## src/tdor_pkg.sv

```systemverilog
`timescale 1ns / 1ps
// shared types and constants for the torus dimension-order route block
package tdor_pkg;

    localparam int COORD_BITS = 8;
    localparam int VC_BITS    = 4;
    localparam int RADIX_BITS = COORD_BITS + 1;
    localparam int VCCNT_BITS = VC_BITS + 1;
    localparam int DIM_BITS   = 2;
    localparam int PORT_BITS  = 3;
    localparam int ADDR_BITS  = 5;
    localparam int DATA_BITS  = 32;

    localparam logic [DIM_BITS-1:0] DIM_X = 2'd0;
    localparam logic [DIM_BITS-1:0] DIM_Y = 2'd1;
    localparam logic [DIM_BITS-1:0] DIM_Z = 2'd2;

    // arrival ports at or above this value count as host injection
    localparam logic [PORT_BITS-1:0] PORT_HOST = 3'd6;

    localparam logic [2:0] REG_RING_RADIX    = 3'd0;
    localparam logic [2:0] REG_ALLOW_REORDER = 3'd1;
    localparam logic [2:0] REG_LOCAL_X       = 3'd2;
    localparam logic [2:0] REG_LOCAL_Y       = 3'd3;
    localparam logic [2:0] REG_LOCAL_Z       = 3'd4;
    localparam logic [2:0] REG_ARRIVAL_PORT  = 3'd5;
    localparam logic [2:0] REG_VC_COUNT      = 3'd6;

    localparam logic [VCCNT_BITS-1:0] VC_COUNT_RESET = 5'd2;

    typedef struct packed {
        logic [RADIX_BITS-1:0] ring_radix;
        logic                  allow_reorder;
        logic [COORD_BITS-1:0] local_x;
        logic [COORD_BITS-1:0] local_y;
        logic [COORD_BITS-1:0] local_z;
        logic [PORT_BITS-1:0]  arrival_port;
        logic [VCCNT_BITS-1:0] vc_count;
    } t_cfg;

    typedef struct packed {
        logic [COORD_BITS-1:0] dest_x;
        logic [COORD_BITS-1:0] dest_y;
        logic [COORD_BITS-1:0] dest_z;
        logic [VC_BITS-1:0]    in_vc;
    } t_flit;

    typedef struct packed {
        logic                to_host;
        logic [DIM_BITS-1:0] out_dim;
        logic                out_dir;
        logic [VC_BITS-1:0]  out_vc;
        logic                vc_error;
    } t_route;

endpackage

```

## src/tdor_cfg.sv

```systemverilog
`timescale 1ns / 1ps
// apb-style configuration register file
module tdor_cfg (
    input  logic                             i_clk,
    input  logic                             i_rst_n,
    input  logic                             psel,
    input  logic                             penable,
    input  logic                             pwrite,
    input  logic [tdor_pkg::ADDR_BITS-1:0]   paddr,
    input  logic [tdor_pkg::DATA_BITS-1:0]   pwdata,
    output logic [tdor_pkg::DATA_BITS-1:0]   prdata,
    output logic                             pready,
    output tdor_pkg::t_cfg                   o_cfg
);

    tdor_pkg::t_cfg r_cfg;
    tdor_pkg::t_cfg n_cfg;
    logic [2:0]     reg_idx;
    logic           wr_en;

    assign reg_idx = paddr[tdor_pkg::ADDR_BITS-1:2];
    assign wr_en   = psel && penable && pwrite;
    assign pready  = 1'b1;
    assign o_cfg   = r_cfg;

    always_comb begin
        n_cfg = r_cfg;
        if (wr_en) begin
            unique case (reg_idx)
                tdor_pkg::REG_RING_RADIX:
                    n_cfg.ring_radix = pwdata[tdor_pkg::RADIX_BITS-1:0];
                tdor_pkg::REG_ALLOW_REORDER:
                    n_cfg.allow_reorder = pwdata[0];
                tdor_pkg::REG_LOCAL_X:
                    n_cfg.local_x = pwdata[tdor_pkg::COORD_BITS-1:0];
                tdor_pkg::REG_LOCAL_Y:
                    n_cfg.local_y = pwdata[tdor_pkg::COORD_BITS-1:0];
                tdor_pkg::REG_LOCAL_Z:
                    n_cfg.local_z = pwdata[tdor_pkg::COORD_BITS-1:0];
                tdor_pkg::REG_ARRIVAL_PORT:
                    n_cfg.arrival_port = pwdata[tdor_pkg::PORT_BITS-1:0];
                tdor_pkg::REG_VC_COUNT:
                    n_cfg.vc_count = pwdata[tdor_pkg::VCCNT_BITS-1:0];
                default: begin
                end
            endcase
        end
    end

    always_comb begin
        prdata = '0;
        unique case (reg_idx)
            tdor_pkg::REG_RING_RADIX:
                prdata[tdor_pkg::RADIX_BITS-1:0] = r_cfg.ring_radix;
            tdor_pkg::REG_ALLOW_REORDER:
                prdata[0] = r_cfg.allow_reorder;
            tdor_pkg::REG_LOCAL_X:
                prdata[tdor_pkg::COORD_BITS-1:0] = r_cfg.local_x;
            tdor_pkg::REG_LOCAL_Y:
                prdata[tdor_pkg::COORD_BITS-1:0] = r_cfg.local_y;
            tdor_pkg::REG_LOCAL_Z:
                prdata[tdor_pkg::COORD_BITS-1:0] = r_cfg.local_z;
            tdor_pkg::REG_ARRIVAL_PORT:
                prdata[tdor_pkg::PORT_BITS-1:0] = r_cfg.arrival_port;
            tdor_pkg::REG_VC_COUNT:
                prdata[tdor_pkg::VCCNT_BITS-1:0] = r_cfg.vc_count;
            default: begin
            end
        endcase
    end

    always_ff @(posedge i_clk) begin
        if (!i_rst_n) begin
            r_cfg.ring_radix    <= '0;
            r_cfg.allow_reorder <= 1'b0;
            r_cfg.local_x       <= '0;
            r_cfg.local_y       <= '0;
            r_cfg.local_z       <= '0;
            r_cfg.arrival_port  <= tdor_pkg::PORT_HOST;
            r_cfg.vc_count      <= tdor_pkg::VC_COUNT_RESET;
        end else begin
            r_cfg <= n_cfg;
        end
    end

endmodule

```

## src/tdor_route.sv

```systemverilog
`timescale 1ns / 1ps
// route computation: dimension pick, direction, dateline vc
module tdor_route (
    input  tdor_pkg::t_cfg   i_cfg,
    input  tdor_pkg::t_flit  i_flit,
    input  logic             i_toggle,
    output tdor_pkg::t_route o_route,
    output logic             o_toggle_flip
);

    logic                                is_host;
    logic [tdor_pkg::DIM_BITS-1:0]       dim;
    logic [tdor_pkg::COORD_BITS-1:0]     lc;
    logic [tdor_pkg::COORD_BITS-1:0]     dc;
    logic                                injecting;
    logic [tdor_pkg::DIM_BITS-1:0]       in_dim;
    logic                                same_dim;
    logic                                torus;
    logic [tdor_pkg::COORD_BITS:0]       delta;
    logic [tdor_pkg::COORD_BITS-1:0]     mag;
    logic [tdor_pkg::COORD_BITS-1:0]     half;
    logic                                tie;
    logic                                pos;
    logic                                dir;
    logic                                dateline;
    logic [tdor_pkg::VCCNT_BITS-1:0]     vc_full;

    // first differing dimension in x, y, z order
    always_comb begin
        is_host = 1'b0;
        dim     = tdor_pkg::DIM_X;
        lc      = i_cfg.local_x;
        dc      = i_flit.dest_x;
        priority if (i_cfg.local_x != i_flit.dest_x) begin
            dim = tdor_pkg::DIM_X;
        end else if (i_cfg.local_y != i_flit.dest_y) begin
            dim = tdor_pkg::DIM_Y;
            lc  = i_cfg.local_y;
            dc  = i_flit.dest_y;
        end else if (i_cfg.local_z != i_flit.dest_z) begin
            dim = tdor_pkg::DIM_Z;
            lc  = i_cfg.local_z;
            dc  = i_flit.dest_z;
        end else begin
            is_host = 1'b1;
        end
    end

    assign injecting = i_cfg.arrival_port >= tdor_pkg::PORT_HOST;
    assign in_dim    = i_cfg.arrival_port[tdor_pkg::PORT_BITS-1:1];
    assign same_dim  = !injecting && (in_dim == dim);
    assign torus     = i_cfg.ring_radix != '0;

    // shorter way round the ring, ties by toggle or local parity
    assign delta = {1'b0, dc} - {1'b0, lc};
    assign mag   = delta[tdor_pkg::COORD_BITS] ? (lc - dc) : delta[tdor_pkg::COORD_BITS-1:0];
    assign half  = i_cfg.ring_radix[tdor_pkg::RADIX_BITS-1:1];
    assign tie   = torus && (mag == half);

    always_comb begin
        pos = (dc > lc);
        if (torus) begin
            if (mag == half) begin
                pos = i_cfg.allow_reorder ? i_toggle : lc[0];
            end else if (mag > half) begin
                pos = ~pos;
            end
        end
    end

    assign dir = same_dim ? ~i_cfg.arrival_port[0] : pos;

    assign dateline = ((lc == '0) && !dir) ||
                      (({1'b0, lc} == (i_cfg.ring_radix - 1'b1)) && dir);

    always_comb begin
        vc_full = {1'b0, i_flit.in_vc};
        if (torus) begin
            if (!injecting && (in_dim != dim)) begin
                vc_full = {1'b0, i_flit.in_vc[tdor_pkg::VC_BITS-1:1], 1'b0};
            end else if (dateline) begin
                vc_full = {1'b0, i_flit.in_vc} + 1'b1;
            end
        end
    end

    always_comb begin
        if (is_host) begin
            o_route.to_host  = 1'b1;
            o_route.out_dim  = tdor_pkg::DIM_X;
            o_route.out_dir  = 1'b0;
            o_route.out_vc   = i_flit.in_vc;
            o_route.vc_error = 1'b0;
        end else begin
            o_route.to_host  = 1'b0;
            o_route.out_dim  = dim;
            o_route.out_dir  = dir;
            o_route.out_vc   = vc_full[tdor_pkg::VC_BITS-1:0];
            o_route.vc_error = vc_full >= i_cfg.vc_count;
        end
    end

    assign o_toggle_flip = !is_host && !same_dim && tie && i_cfg.allow_reorder;

endmodule

```

## src/torus_dimension_order_route_top.sv

```systemverilog
`timescale 1ns / 1ps
// top level of the torus dimension-order route block
//
//  channel  | handshake                       | payload
//  ---------+---------------------------------+---------------------------------------
//  in       | i_in_valid / o_in_ready         | i_dest_x, i_dest_y, i_dest_z, i_in_vc
//  out      | o_out_valid / i_out_ready       | o_to_host, o_out_dim, o_out_dir,
//           |                                 | o_out_vc, o_vc_error
//  config   | psel, penable, pwrite / pready  | paddr, pwdata, prdata
//
// one transfer per cycle sustained while i_out_ready is held high; a flit's result reaches
// the outputs through the input register, route logic and result register
// synchronous active-low reset empties both registers and clears the tie toggle
// a stalled output holds its result; the input register still advances into
// the result register in the same cycle the result is taken
module torus_dimension_order_route_top (
    input  logic                           i_clk,
    input  logic                           i_rst_n,
    input  logic                           psel,
    input  logic                           penable,
    input  logic                           pwrite,
    input  logic [tdor_pkg::ADDR_BITS-1:0] paddr,
    input  logic [tdor_pkg::DATA_BITS-1:0] pwdata,
    output logic [tdor_pkg::DATA_BITS-1:0] prdata,
    output logic                           pready,
    input  logic                           i_in_valid,
    output logic                           o_in_ready,
    input  logic [tdor_pkg::COORD_BITS-1:0] i_dest_x,
    input  logic [tdor_pkg::COORD_BITS-1:0] i_dest_y,
    input  logic [tdor_pkg::COORD_BITS-1:0] i_dest_z,
    input  logic [tdor_pkg::VC_BITS-1:0]   i_in_vc,
    output logic                           o_out_valid,
    input  logic                           i_out_ready,
    output logic                           o_to_host,
    output logic [tdor_pkg::DIM_BITS-1:0]  o_out_dim,
    output logic                           o_out_dir,
    output logic [tdor_pkg::VC_BITS-1:0]   o_out_vc,
    output logic                           o_vc_error
);

    tdor_pkg::t_cfg   cfg;
    tdor_pkg::t_flit  r_flit;
    tdor_pkg::t_route route;
    tdor_pkg::t_route r_route;
    logic             r_in_valid;
    logic             r_out_valid;
    logic             r_toggle;
    logic             toggle_flip;
    logic             out_load;
    logic             advance;
    logic             in_xfer;

    tdor_cfg u_cfg (
        .i_clk   (i_clk),
        .i_rst_n (i_rst_n),
        .psel    (psel),
        .penable (penable),
        .pwrite  (pwrite),
        .paddr   (paddr),
        .pwdata  (pwdata),
        .prdata  (prdata),
        .pready  (pready),
        .o_cfg   (cfg)
    );

    tdor_route u_route (
        .i_cfg         (cfg),
        .i_flit        (r_flit),
        .i_toggle      (r_toggle),
        .o_route       (route),
        .o_toggle_flip (toggle_flip)
    );

    assign out_load   = !r_out_valid || i_out_ready;
    assign advance    = r_in_valid && out_load;
    assign o_in_ready = !r_in_valid || out_load;
    assign in_xfer    = i_in_valid && o_in_ready;

    always_ff @(posedge i_clk) begin
        if (!i_rst_n) begin
            r_in_valid  <= 1'b0;
            r_out_valid <= 1'b0;
            r_toggle    <= 1'b0;
        end else begin
            if (o_in_ready) begin
                r_in_valid <= i_in_valid;
            end
            if (out_load) begin
                r_out_valid <= r_in_valid;
            end
            if (advance && toggle_flip) begin
                r_toggle <= ~r_toggle;
            end
        end
    end

    always_ff @(posedge i_clk) begin
        if (in_xfer) begin
            r_flit.dest_x <= i_dest_x;
            r_flit.dest_y <= i_dest_y;
            r_flit.dest_z <= i_dest_z;
            r_flit.in_vc  <= i_in_vc;
        end
        if (advance) begin
            r_route <= route;
        end
    end

    assign o_out_valid = r_out_valid;
    assign o_to_host   = r_route.to_host;
    assign o_out_dim   = r_route.out_dim;
    assign o_out_dir   = r_route.out_dir;
    assign o_out_vc    = r_route.out_vc;
    assign o_vc_error  = r_route.vc_error;

endmodule
```

## config.mk

```make
export PLATFORM = sky130hd
export DESIGN_NAME = torus_dimension_order_route_top
export DESIGN_NICKNAME = d
export VERILOG_FILES = /design/src/tdor_pkg.sv /design/src/tdor_cfg.sv /design/src/tdor_route.sv /design/src/torus_dimension_order_route_top.sv
export SDC_FILE = /design/constraint.sdc
export NUM_CORES = 1
export LEC_CHECK = 0
export BUFFER_PORTS_ARGS = -buffer_cell sky130_fd_sc_hd__buf_2
export CORE_MARGIN = 2
export CORE_UTILIZATION = 45
export CTS_BUF_LIST = sky130_fd_sc_hd__clkbuf_16
export CTS_CLUSTER_SIZE = 40
export DETAILED_ROUTE_END_ITERATION = 16
export HOLD_SLACK_MARGIN = 0.15
export PLACE_DENSITY = 0.69
export SYNTH_ARGS = -nofsm -noshare
export SYNTH_HDL_FRONTEND = slang
export SYNTH_HIERARCHICAL = 1
export SYNTH_SLANG_ARGS = --single-unit
export TNS_END_PERCENT = 5
```

## constraint.sdc

```tcl
create_clock -name i_clk -period 7.1 [get_ports i_clk]
set_input_delay 0.71 -clock i_clk [delete_from_list [all_inputs] [get_ports i_clk]]
set_output_delay 0.71 -clock i_clk [all_outputs]
set_load 0.02 [all_outputs]
```

==> results of run 1 <==
flip-flops by register name (all words and copies together) (netlist names):
name	flops
r_in_valid	1
o_vc_error	1
r_flit	28
o_to_host	1
o_out_valid	1
o_out_dir	1
r_toggle	1
u_cfg/o_cfg	42
o_out_vc	4
o_out_dim	2
through the flow:
stage	hold slack, ps	total power, mW
after floorplan	444.5	0.6616
after global placement	464.5	0.7004
after detailed placement	479.0	0.7067
after CTS	490.4	1.200
after global routing	509.0	1.261
final	488.5	1.215
cells in the final DEF (no fill, tap or decap), drive strengths merged, types with 11 or more instances in the layout:
master and instances:
buf 133, nand2 69, mux2i 49, dfxtp 45, edfxtp 37, inv 36, ha 30, a21oi 28
o21ai 26, conb 24, xor2 24, xnor2 21, nor2 16, o22ai 13, nand4 11
critical path, delay by kind of cell, from the launching register on:
| family | cells | cell delay (ps) |
|---|---|---|
| buffers and inverters | 5 | 690 |
| AOI/OAI and AO/OA | 15 | 2220 |
| muxes | 1 | 310 |
| xor gates and xnor gates | 2 | 430 |
| and+or+nand+nor | 11 | 1300 |
| adders and majority gates | 4 | 1150 |
| DFF | 1 | 420 |
timing repair:
action / CTS / global route
setup buffers: 0 / 24
pin swaps: 0 / 36
gates resized for setup: 1 / 63
endpoints found under the hold margin: 0 / 0
gates cloned: 0 / 1
endpoints found under the setup margin: 1 / 1
power by group through the flow:
| stage | clock network, mW | registers, mW | logic, mW |
|---|---|---|---|
| floorplan | 0 | 0.532 | 0.129 |
| global placement | 0 | 0.531 | 0.170 |
| detailed placement | 0 | 0.531 | 0.175 |
| CTS | 0.503 | 0.521 | 0.176 |
| finish | 0.498 | 0.523 | 0.194 |
| global route | 0.525 | 0.524 | 0.211 |
cell type report:
| cell class | count | area share |
|---|---|---|
| Sequential cell | 82 | 0.2807 |
| Multi-Input combinational cell | 459 | 0.5102 |
| Clock buffer | 9 | 0.03140 |
| Clock inverter | 7 | 0.01169 |
| Inverter | 34 | 0.01779 |
| Tap cell | 172 | 0.03000 |
| Timing Repair Buffer | 133 | 0.1183 |
how the worst max path moves through the flow:
stage | slack [ps] | from | depth (start not counted) | end
2_1_floorplan | 230 | r_flit[4] | 34 | o_vc_error
3_3_place_gp | 40 | r_flit[10] | 36 | o_vc_error
3_5_place_dp | -70 | r_flit[10] | 36 | o_vc_error
4_1_cts | 20 | r_flit[4] | 35 | o_vc_error
5_1_grt | -110 | r_flit[16] | 38 | o_vc_error
6_report | 280 | r_flit[16] | 38 | o_vc_error
logic make-up after synthesis:
logic type | after synthesis | synth area share
other cells | 2 | 0.001310
xor+xnor | 45 | 0.06876
compound gates | 125 | 0.1489
fa+ha+maj | 32 | 0.07247
flops | 82 | 0.3510
simple gates | 176 | 0.1831
buf+inv | 82 | 0.07313
mux | 56 | 0.1013
per-layer routing:
metal | vias to the layer above | track usage | share of wire
li1 | 2368 | - | -
met1 | 2364 | 0.3014 | 0.41
met2 | 233 | 0.3834 | 0.48
met3 | 43 | 0.04119 | 0.063
met4 | 0 | 0.1129 | 0.041
met5 | - | 0 | 0
==> summary.md, run 1 <==
| Metric | Value |
|---|---|
| Critical Path Max Stage Delay | between 400 and 500 ps |
| Worst R2R Start | r_flit[16] |
| WL/cell | around 18 um |
| Via Count | 5008 |
| Via-to-Cell Ratio | ~5.6 |
| Worst slew pin tran | between 700 and 800 ps |
| First-pass DRT Iterations | 6 |
| Rows | slightly above 40 |
| Max Clock Freq | approximately 150 MHz |
| Area growth, synth to finish | 25.15% |
| PwrDens | between 150 and 200 nW/um2 |
| Clock root cell | clkbuf_16 |
| Final period utilization | 0.9608 |
| RePlAce Congestion | 0.9460 |
| Ys Warns | 6 |
| Post-route DRC | 0 |
| Layout cells sized above 1 | 0.3025 |
| Clk pwr share | 0.410 |
| Net Sw Power | ~0.32 mW |
| Crit path max fanout | 8 |
| Clock Path Buffers | 2 |
| CTS clk-pin slew, worst paths | ~60 ps |
| CP max-delay cell | edfxtp_1 |
| Status | completed |
| Min-delay src | u_cfg/o_cfg[39] |
| Final Hold Viols | 0 |
| Later-pin clock latency in the skew report | around 350 ps |
| Combinational share of power | 0.159 |
| Worst R2R Setup Slack | approximately 280 ps |
| Post-route setup slack | 278.2 ps |
| H-tree depth | 3 |
| Reg power frac | 0.431 |
| Num ports | roughly 120 |
| FF-to-FF End | o_vc_error |
| CTS tree | yes |
| Synth area leader | edfxtp_1 |
| Final setup violation count | 0 |
| Setup TNS | 0 ps |
| Hold Path Class | register to register |
| Number of distinct library cells after synthesis | between 70 and 80 |
| Slew Limit Fails | 0 |
| Worst Path Arrival | slightly below 7000 ps |
| Area occupied by registers | 2013 um2 |
| Critical path class | register to register |
| Post-Synthesis Cells | 600 |
| Worst setup SP type | register |
| Core area | ~13000 um2 |
| Tmin final | 6822 ps |
| RSZ-0062 raised after global routing | true |
| Hold depth | 2 |
| Top cell type's share of synthesized area | 0.1938 |
| Post-synth ARST share | 0 |
| Fillers | between 1000 and 1500 |
| VDD IR max | between 0.00015 and 0.0002 V |
| Max transition margin | 0.4816 |
| Starting Density | 0.4579 |
| Detailed Route WL | roughly 16000 um |
| DR iter-0 viols | approximately 410 |
| Setup crit end kind | register |
| Vias in the first global route | approximately 4500 |
| Most frequently used flop master after synthesis | dfxtp_1 |
| Int Power | 0.8961 mW |
| Nets@finish | just over 800 |
| Number of CTS-inserted buffers | 9 |
| DP Area | around 6400 um2 |
| Top post-synthesis cells by count | 69 x nand2_1, 49 x mux2i_1, 45 x dfxtp_1 |
| Initial antenna violation count | 0 |
| Die height | between 100 and 150 um |
| Hpwl dp | around 12000 um |
| Leak pwr | between 3 and 4 nW |
| First-pass GRT wire length | about 24000 um |
| Final non-filler cell total | about 900 |
| Multi-input gate area | approximately 3700 um2 |
| Max-cap violation count | 0 |
| Antenna Nets Post-Route | 0 |
| Largest net degree at the start of global routing | between 50 and 60 |
| Mapped cell area | 5732 um2 |
| Synth top area cells | edfxtp_1 19%, dfxtp_1 16%, mux2i_1 8.6% |
| Sequential area share after synthesis | 0.3510 |
| Diodes inserted | 0 |
| WP data required | just over 7000 ps |
| Dpl cells | roughly 860 |
| Finished Cell Area | approximately 7200 um2 |
| Die ar. | about 14000 um2 |
| Total track usage | 0.2345 |
| Most common cell in the netlist | nand2_1 |
| Yosys reg bits | just over 80 |
| Die X-Extent | between 100 and 150 um |
| Worst Hold End | u_cfg/o_cfg[39] |
| Grt ovf | 0 |
| R2R cell count | 38 |
| PortBufs | 66 |
| Clock Skew | about 8.3 ps |
| EDFF count, synth | 37 |
| CTS Sinks | just over 80 |
| Hold Buf Count CTS | 0 |
| Sw frac | 0.2624 |
| Mapped Avg Cell Area | approximately 9.6 um2 |
| Core Util, Final | 0.5731 |
| Post-Place Worst Slack | -72.51 ps |
No activity file was read; power rests on OpenSTA's default activity.
==> run 2, diff against run 1 <==
--- a/config.mk
+++ b/config.mk
@@ -7,5 +7,5 @@
 export LEC_CHECK = 0
 export BUFFER_PORTS_ARGS = -buffer_cell sky130_fd_sc_hd__buf_2
-export CORE_MARGIN = 2
+export CORE_MARGIN = 10
 export CORE_UTILIZATION = 45
 export CTS_BUF_LIST = sky130_fd_sc_hd__clkbuf_16
==> constraint.sdc (replaced) <==
create_clock -name i_clk -period 7.1 [get_ports i_clk]
set_input_delay 0 -clock i_clk [delete_from_list [all_inputs] [get_ports i_clk]]
set_output_delay 0 -clock i_clk [all_outputs]
set_load 0.01 [all_outputs]
==> run 2 against run 1 <==
Setup slack improved by 120 ps; worst hold slack got worse by 320 ps; maximum frequency increased by 1.7%; clock power decreased by 4.8%; first-iteration DRC count increased by 1.5%; routed wire length increased by 6.1%; sequential share of layout area decreased by 1.1 points; design area increased by 4.3%; flip-flop and latch count unchanged; clock skew increased by 2.5 ps; sequential power about the same; critical endpoint unchanged; largest power group unchanged.
==> summary.md, run 2 (synthesis results as in run 1) <==
| Metric | Value |
|---|---|
| R2R cell count | 38 (unchanged) |
| Later-pin clock latency in the skew report | 360 ps (about the same) |
| Total track usage | 0.1858 (-0.04864) |
| CTS tree | yes |
| Final non-filler cell total | 928 (+3.6%) |
| Final Hold Viols | 0 (unchanged) |
| Clock Skew | 10.78 ps (+2.456 ps) |
| Initial antenna violation count | 0 (unchanged) |
| Tot Pwr | 1.196 mW (-1.5%) |
| PwrDens | 159.8 nW/um2 (-5.6%) |
| Commonest cells after routing, fill and taps aside | 68 x nand2_1, 66 x buf_2, 53 x buf_4 |
| Starting Density | 0.4560 (-0.001869) |
| WL met2 | 8483 um (+6.3%) |
| Core area | 12570 um2 (+0.41%) |
| Largest net degree at the start of global routing | 55 (unchanged) |
| First-pass DRT Iterations | 5 (-1) |
| Max transition margin | 0.3897 (-0.09193) |
| Post-route setup slack | 393.8 ps (+115.6 ps) |
| Tmin final | 6706 ps (-115.6 ps) |
| CP delay by family, top | compound AO/OA/AOI/OAI gates |
| Nets@finish | 855 (+3.9%) |
| Die height | 132.9 um (+14%) |
| Area growth, synth to finish | 30.58% |
| Core Util, Final | 0.5955 (+0.02245) |
| Slew Limit Fails | 0 (unchanged) |
| Leak pwr | 3.151 nW (+3.8%) |
| Crit path max fanout | 8 (unchanged) |
| Commonest non-fill, non-tap cell in the layout | nand2_1 |
| Number of CTS-inserted buffers | 9 (unchanged) |
| FF-to-FF End | o_vc_error |
| Final setup violation count | 0 (unchanged) |
| Vias in the first global route | 5047 (+11%) |
| Setup TNS | 0 ps (unchanged) |
| Worst slew pin tran | 915.5 ps (+140.8 ps) |
| DR WL met3 | 1444 um (+38%) |
| Via-to-Cell Ratio | 5.586 (about the same) |
| CTS Sinks | 82 (unchanged) |
| Worst setup SP type | register |
| WP data required | 7180 ps (about the same) |
| H-tree depth | 3 (unchanged) |
| DR iter-0 viols | 419 (+1.5%) |
| Worst Hold End | u_cfg/o_cfg[11] |
| Clock root cell | clkbuf_16 |
| Die X-Extent | 132.9 um (+14%) |
| Hold depth | 4 (+2) |
| Min-delay src | pwrite |
| Post-Place Worst Slack | -7.241 ps (+65.27 ps) |
| RePlAce Congestion | 0.9433 (-0.29%) |
| Grt ovf | 0 (unchanged) |
| Diodes inserted | 0 (unchanged) |
| Finished Cell Area | 7485 um2 (+4.3%) |
| Status | completed |
| Detailed Route WL | 17480 um (+6.1%) |
| CTS clk-pin slew, worst paths | 60 ps (about the same) |
| Post-route DRC | 0 (unchanged) |
| Worst R2R Start | r_flit[18] |
| Buf+Inv Stages, Crit Path | 4 (-1) |
| Worst R2R Setup Slack | 390 ps (+120 ps) |
| Layout cells sized above 1 | 0.2791 (-0.02339) |
| Dpl cells | 847 (-0.94%) |
| Hold WS | 163.5 ps (-325.0 ps) |
| Die ar. | 17650 um2 (+29%) |
| PortBufs | 66 (unchanged) |
| DP Area | 6335 um2 (-0.94%) |
| Highest Signal Layer | met4 |
| Num ports | 116 (unchanged) |
| Via Count | 5184 (+3.5%) |
| Rows | 41 (unchanged) |
| Max Clock Freq | 149.1 MHz (+1.7%) |
| WL met1 | 6828 um (+1.0%) |
| Hold Path Class | input port to register |
| Antenna Nets Post-Route | 0 (unchanged) |
| VDD IR max | 0.0001927 V (+16%) |
| Final period utilization | 0.9445 (-0.01628) |
| Critical Path Max Stage Delay | 430 ps (about the same) |
| Worst Path Arrival | 6780 ps (-120 ps) |
| WL/cell | 18.83 um (+2.5%) |
| Clock Path Buffers | 2 (unchanged) |
| First-pass GRT wire length | 26200 um (+9.5%) |
| CP max-delay cell | edfxtp_1 |
| Max reg flops | 42 (unchanged) |
| Max-cap violation count | 0 (unchanged) |
| Hpwl dp | 12730 um (+4.6%) |
| Critical path class | register to register |
| Setup crit end kind | register |
run 2: worst max-delay path by stage:
stage               start    endpoint  cells past startpoint
2_1_floorplan   r_flit[4]  o_vc_error                     34
3_3_place_gp    r_flit[4]  o_vc_error                     33
3_5_place_dp    r_flit[4]  o_vc_error                     33
4_1_cts        r_flit[10]  o_vc_error                     33
5_1_grt        r_flit[17]  o_vc_error                     38
6_report       r_flit[18]  o_vc_error                     38
run 2: power by group:
group / internal (mW) / total, mW / switching (mW)
registers: 0.510 / 0.523 / 0.0132
logic: 0.0939 / 0.199 / 0.105
clock network: 0.275 / 0.474 / 0.199
total: 0.879 / 1.20 / 0.318
run 2: cell type report:
class / count / area, um2
multi-input cells: 460 / 3643
clock inverters: 7 / 75.07
well taps: 172 / 215.2
fillers: 1078 / 5084
clock buffers: 9 / 225.2
inverters: 34 / 127.6
repair buffers: 164 / 1182
flip-flops and latches: 82 / 2016
run 2: tightest hold or removal path, delay by kind of cell:
kind                   cells  cell delay (ps)
buffers and inverters      1              120
multiplexers               1              120
AND/OR/NAND/NOR            2              220
run 2: layer usage:
metal | up-vias | GRT usage
met1 | 2453 | 0.2127
met3 | 51 | 0.05564
met5 | - | 0
met2 | 248 | 0.3099
li1 | 2432 | -
met4 | 0 | 0.08863
run 2: timing repair:
item | in CTS | in global routing
gates cloned | 0 | 2
endpoints found under the hold margin | 70 | 0
hold buffers | 42 | 0
pin swaps | 1 | 26
endpoints found under the setup margin | 1 | 1
resized for setup | 1 | 60
buffers inserted | 1 | 20
==> run 3, diff against run 2 <==
Settings changed: GPL_TIMING_DRIVEN set to 0, REMOVE_ABC_BUFFERS set to 1.
==> run 3 against run 2 <==
Critical endpoint unchanged; design area up 0.52%; register-to-register slack lost 400 ps; critical path type unchanged; critical path depth shrank 3; cell count shrank 1.6%; first-iteration DRC count rose by 15%; sequential power about the same; the flow now finishes with violations (setup timing); combinational power increased by 6%.
==> summary.md, run 3 (synthesis results as in run 1) <==
| Metric | Value |
|---|---|
| Status | finished with violations |
| Failing checks | setup timing |
| Num ports | 116 (unchanged) |
| DR iter-0 viols | 483 (+15%) |
| Hold Path Class | input port to register |
| Core area | 12570 um2 (unchanged) |
| Grt ovf | 0 (unchanged) |
| Slew Limit Fails | 0 (unchanged) |
| CP max-delay cell | edfxtp_1 |
| RePlAce Congestion | 0.8668 (-8.1%) |
| Max reg flops | 42 (unchanged) |
| Die ar. | 17650 um2 (unchanged) |
| Worst Path Arrival | 7170 ps (+390 ps) |
| Worst slew pin tran | 961.3 ps (+45.82 ps) |
| DP Area | 6068 um2 (-4.2%) |
| CP most frequent cell | a21oi_2 |
| Setup TNS | -5.519 ps (-5.519 ps) |
| Post-route DRC | 0 (unchanged) |
| VDD IR max | 0.0001571 V (-18%) |
| Final period utilization | 1.001 (+0.05625) |
| Max Clock Freq | 140.7 MHz (-5.6%) |
| Area growth, synth to finish | 31.26% |
| Final Hold Viols | 0 (unchanged) |
| Antenna Nets Post-Route | 0 (unchanged) |
| CTS Sinks | 82 (unchanged) |
| PwrDens | 162.8 nW/um2 (+1.9%) |
| Area occupied by registers | 2014 um2 (about the same) |
| Post-route setup slack | -5.519 ps (-399.3 ps) |
| Final setup violation count | 1 (+1) |
| Fillers | 1015 (-5.8%) |
| Via Count | 5197 (+0.25%) |
| Number of CTS-inserted buffers | 9 (unchanged) |
| Tot Pwr | 1.225 mW (+2.4%) |
| Max transition margin | 0.3591 (-0.03055) |
| First-pass GRT wire length | 26470 um (+1.0%) |
| Critical Path Max Stage Delay | 410 ps (-20 ps) |
| WP data required | 7170 ps (about the same) |
| Setup crit end kind | register |
| CTS tree | yes |
| Diodes inserted | 0 (unchanged) |
| Detailed Route WL | 17210 um (-1.6%) |
| Crit path max fanout | 7 (-1) |
| CP delay by family, top | compound AO/OA/AOI/OAI gates |
| Clock root cell | clkbuf_16 |
| Hpwl dp | 11810 um (-7.2%) |
| Later-pin clock latency in the skew report | 340 ps (-20 ps) |
| Nets@finish | 840 (-1.8%) |
| Via-to-Cell Ratio | 5.692 (+1.9%) |
| Post-Place Worst Slack | -1446 ps (-1439 ps) |
| Worst R2R Setup Slack | -6 ps (-400 ps) |
| H-tree depth | 3 (unchanged) |
| Vias in the first global route | 5195 (+2.9%) |
| Max-cap violation count | 0 (unchanged) |
| Final non-filler cell total | 913 (-1.6%) |
| Commonest non-fill, non-tap cell in the layout | nand2_1 |
| Leak pwr | 3.092 nW (-1.9%) |
| Rows | 41 (unchanged) |
| Worst setup SP type | register |
| Critical path class | register to register |
| First-pass DRT Iterations | 5 (unchanged) |
| Initial antenna violation count | 0 (unchanged) |
| Tmin final | 7106 ps (+399.3 ps) |
| Clock Path Buffers | 2 (unchanged) |
| Largest net degree at the start of global routing | 55 (unchanged) |
| Dpl cells | 812 (-4.1%) |
| Layout cells sized above 1 | 0.2848 (+0.005650) |
| Total track usage | 0.1833 (-0.002486) |
| Buf+Inv Stages, Crit Path | 3 (-1) |
| CTS clk-pin slew, worst paths | 60 ps (about the same) |
| Die X-Extent | 132.9 um (unchanged) |
| Finished Cell Area | 7523 um2 (+0.52%) |
| Die height | 132.9 um (unchanged) |
| Commonest cells after routing, fill and taps aside | 68 x nand2_1, 67 x buf_2, 48 x mux2i_1 |
| Multi-input gate area | 3772 um2 (+3.5%) |
| WL/cell | 18.84 um (about the same) |
| Clock Skew | 4.834 ps (-5.949 ps) |
| Starting Density | 0.4560 (unchanged) |
| RSZ-0062 raised after global routing | true |
| PortBufs | 66 (unchanged) |
run 3: cell types whose count changed in the layout (fill, tap and decap cells not counted), sizes merged:
cell and change:
buf -12, clkinv -3, clkinvlp +2, dlygate4sd3 -2
and2 -1, bufinv +1
run 3: final cells by class:
| class | count | area share |
|---|---|---|
| clock buffer | 9 | 0.02994 |
| sequential | 82 | 0.2678 |
| clock inverter | 7 | 0.01148 |
| multi-input combinational | 459 | 0.5014 |
| inverter | 34 | 0.01696 |
| timing repair buffer | 150 | 0.1439 |
| tap | 172 | 0.02860 |
run 3: power by group:
group	leakage (nW)	internal, mW	switching, mW	total, mW
clock network	0.152	0.304	0.187	0.491
registers	0.720	0.510	0.0139	0.524
logic	2.22	0.0979	0.112	0.210
total	3.09	0.912	0.313	1.23
run 3: worst paths after layout:
kind / start / endpoint / cells past startpoint
worst max-delay path: r_flit[12] / o_vc_error / 35
worst min-delay path: penable / u_cfg/o_cfg[1] / 4
worst max register to register: r_flit[12] / o_vc_error / 35
worst min register to register: u_cfg/o_cfg[2] / u_cfg/o_cfg[2] / 2
run 3: repair_timing:
item,4_1_cts,5_1_grt
gates resized for setup,29,61
hold buffers,40,0
buffers inserted,16,27
gates cloned,0,1
hold endpoints to repair,71,0
pin swaps,9,44
setup endpoints to repair,5,1
run 3: worst reg2reg max path: cells and delay by family, from the launching register on:
| family | cells | cell delay [ps] |
|---|---|---|
| buffers and inverters | 3 | 420 |
| AO/OA/AOI/OAI | 15 | 3130 |
| AND/OR/NAND/NOR | 10 | 1320 |
| multiplexers | 1 | 100 |
| adder cells (fa/ha/maj) | 3 | 880 |
| XOR/XNOR | 3 | 560 |
| flip-flops | 1 | 410 |
run 3: layer usage:
layer | global-route usage | routed length (um) | vias to the layer above
li1 | - | - | 2398
met1 | 0.2092 | 7008 | 2530
met2 | 0.3251 | 8672 | 224
met3 | 0.03747 | 1062 | 45
met4 | 0.07457 | 462 | 0
met5 | 0 | 0 | -
run 3: through the flow:
step | hold WS (ps) | util
floorplan | 50.38 | -
global route | 179.8 | 0.5986
detailed placement | 178.1 | 0.4828
CTS | 160.0 | 0.5603
global placement | 176.8 | 0.4828
finish | 154.1 | 0.5986
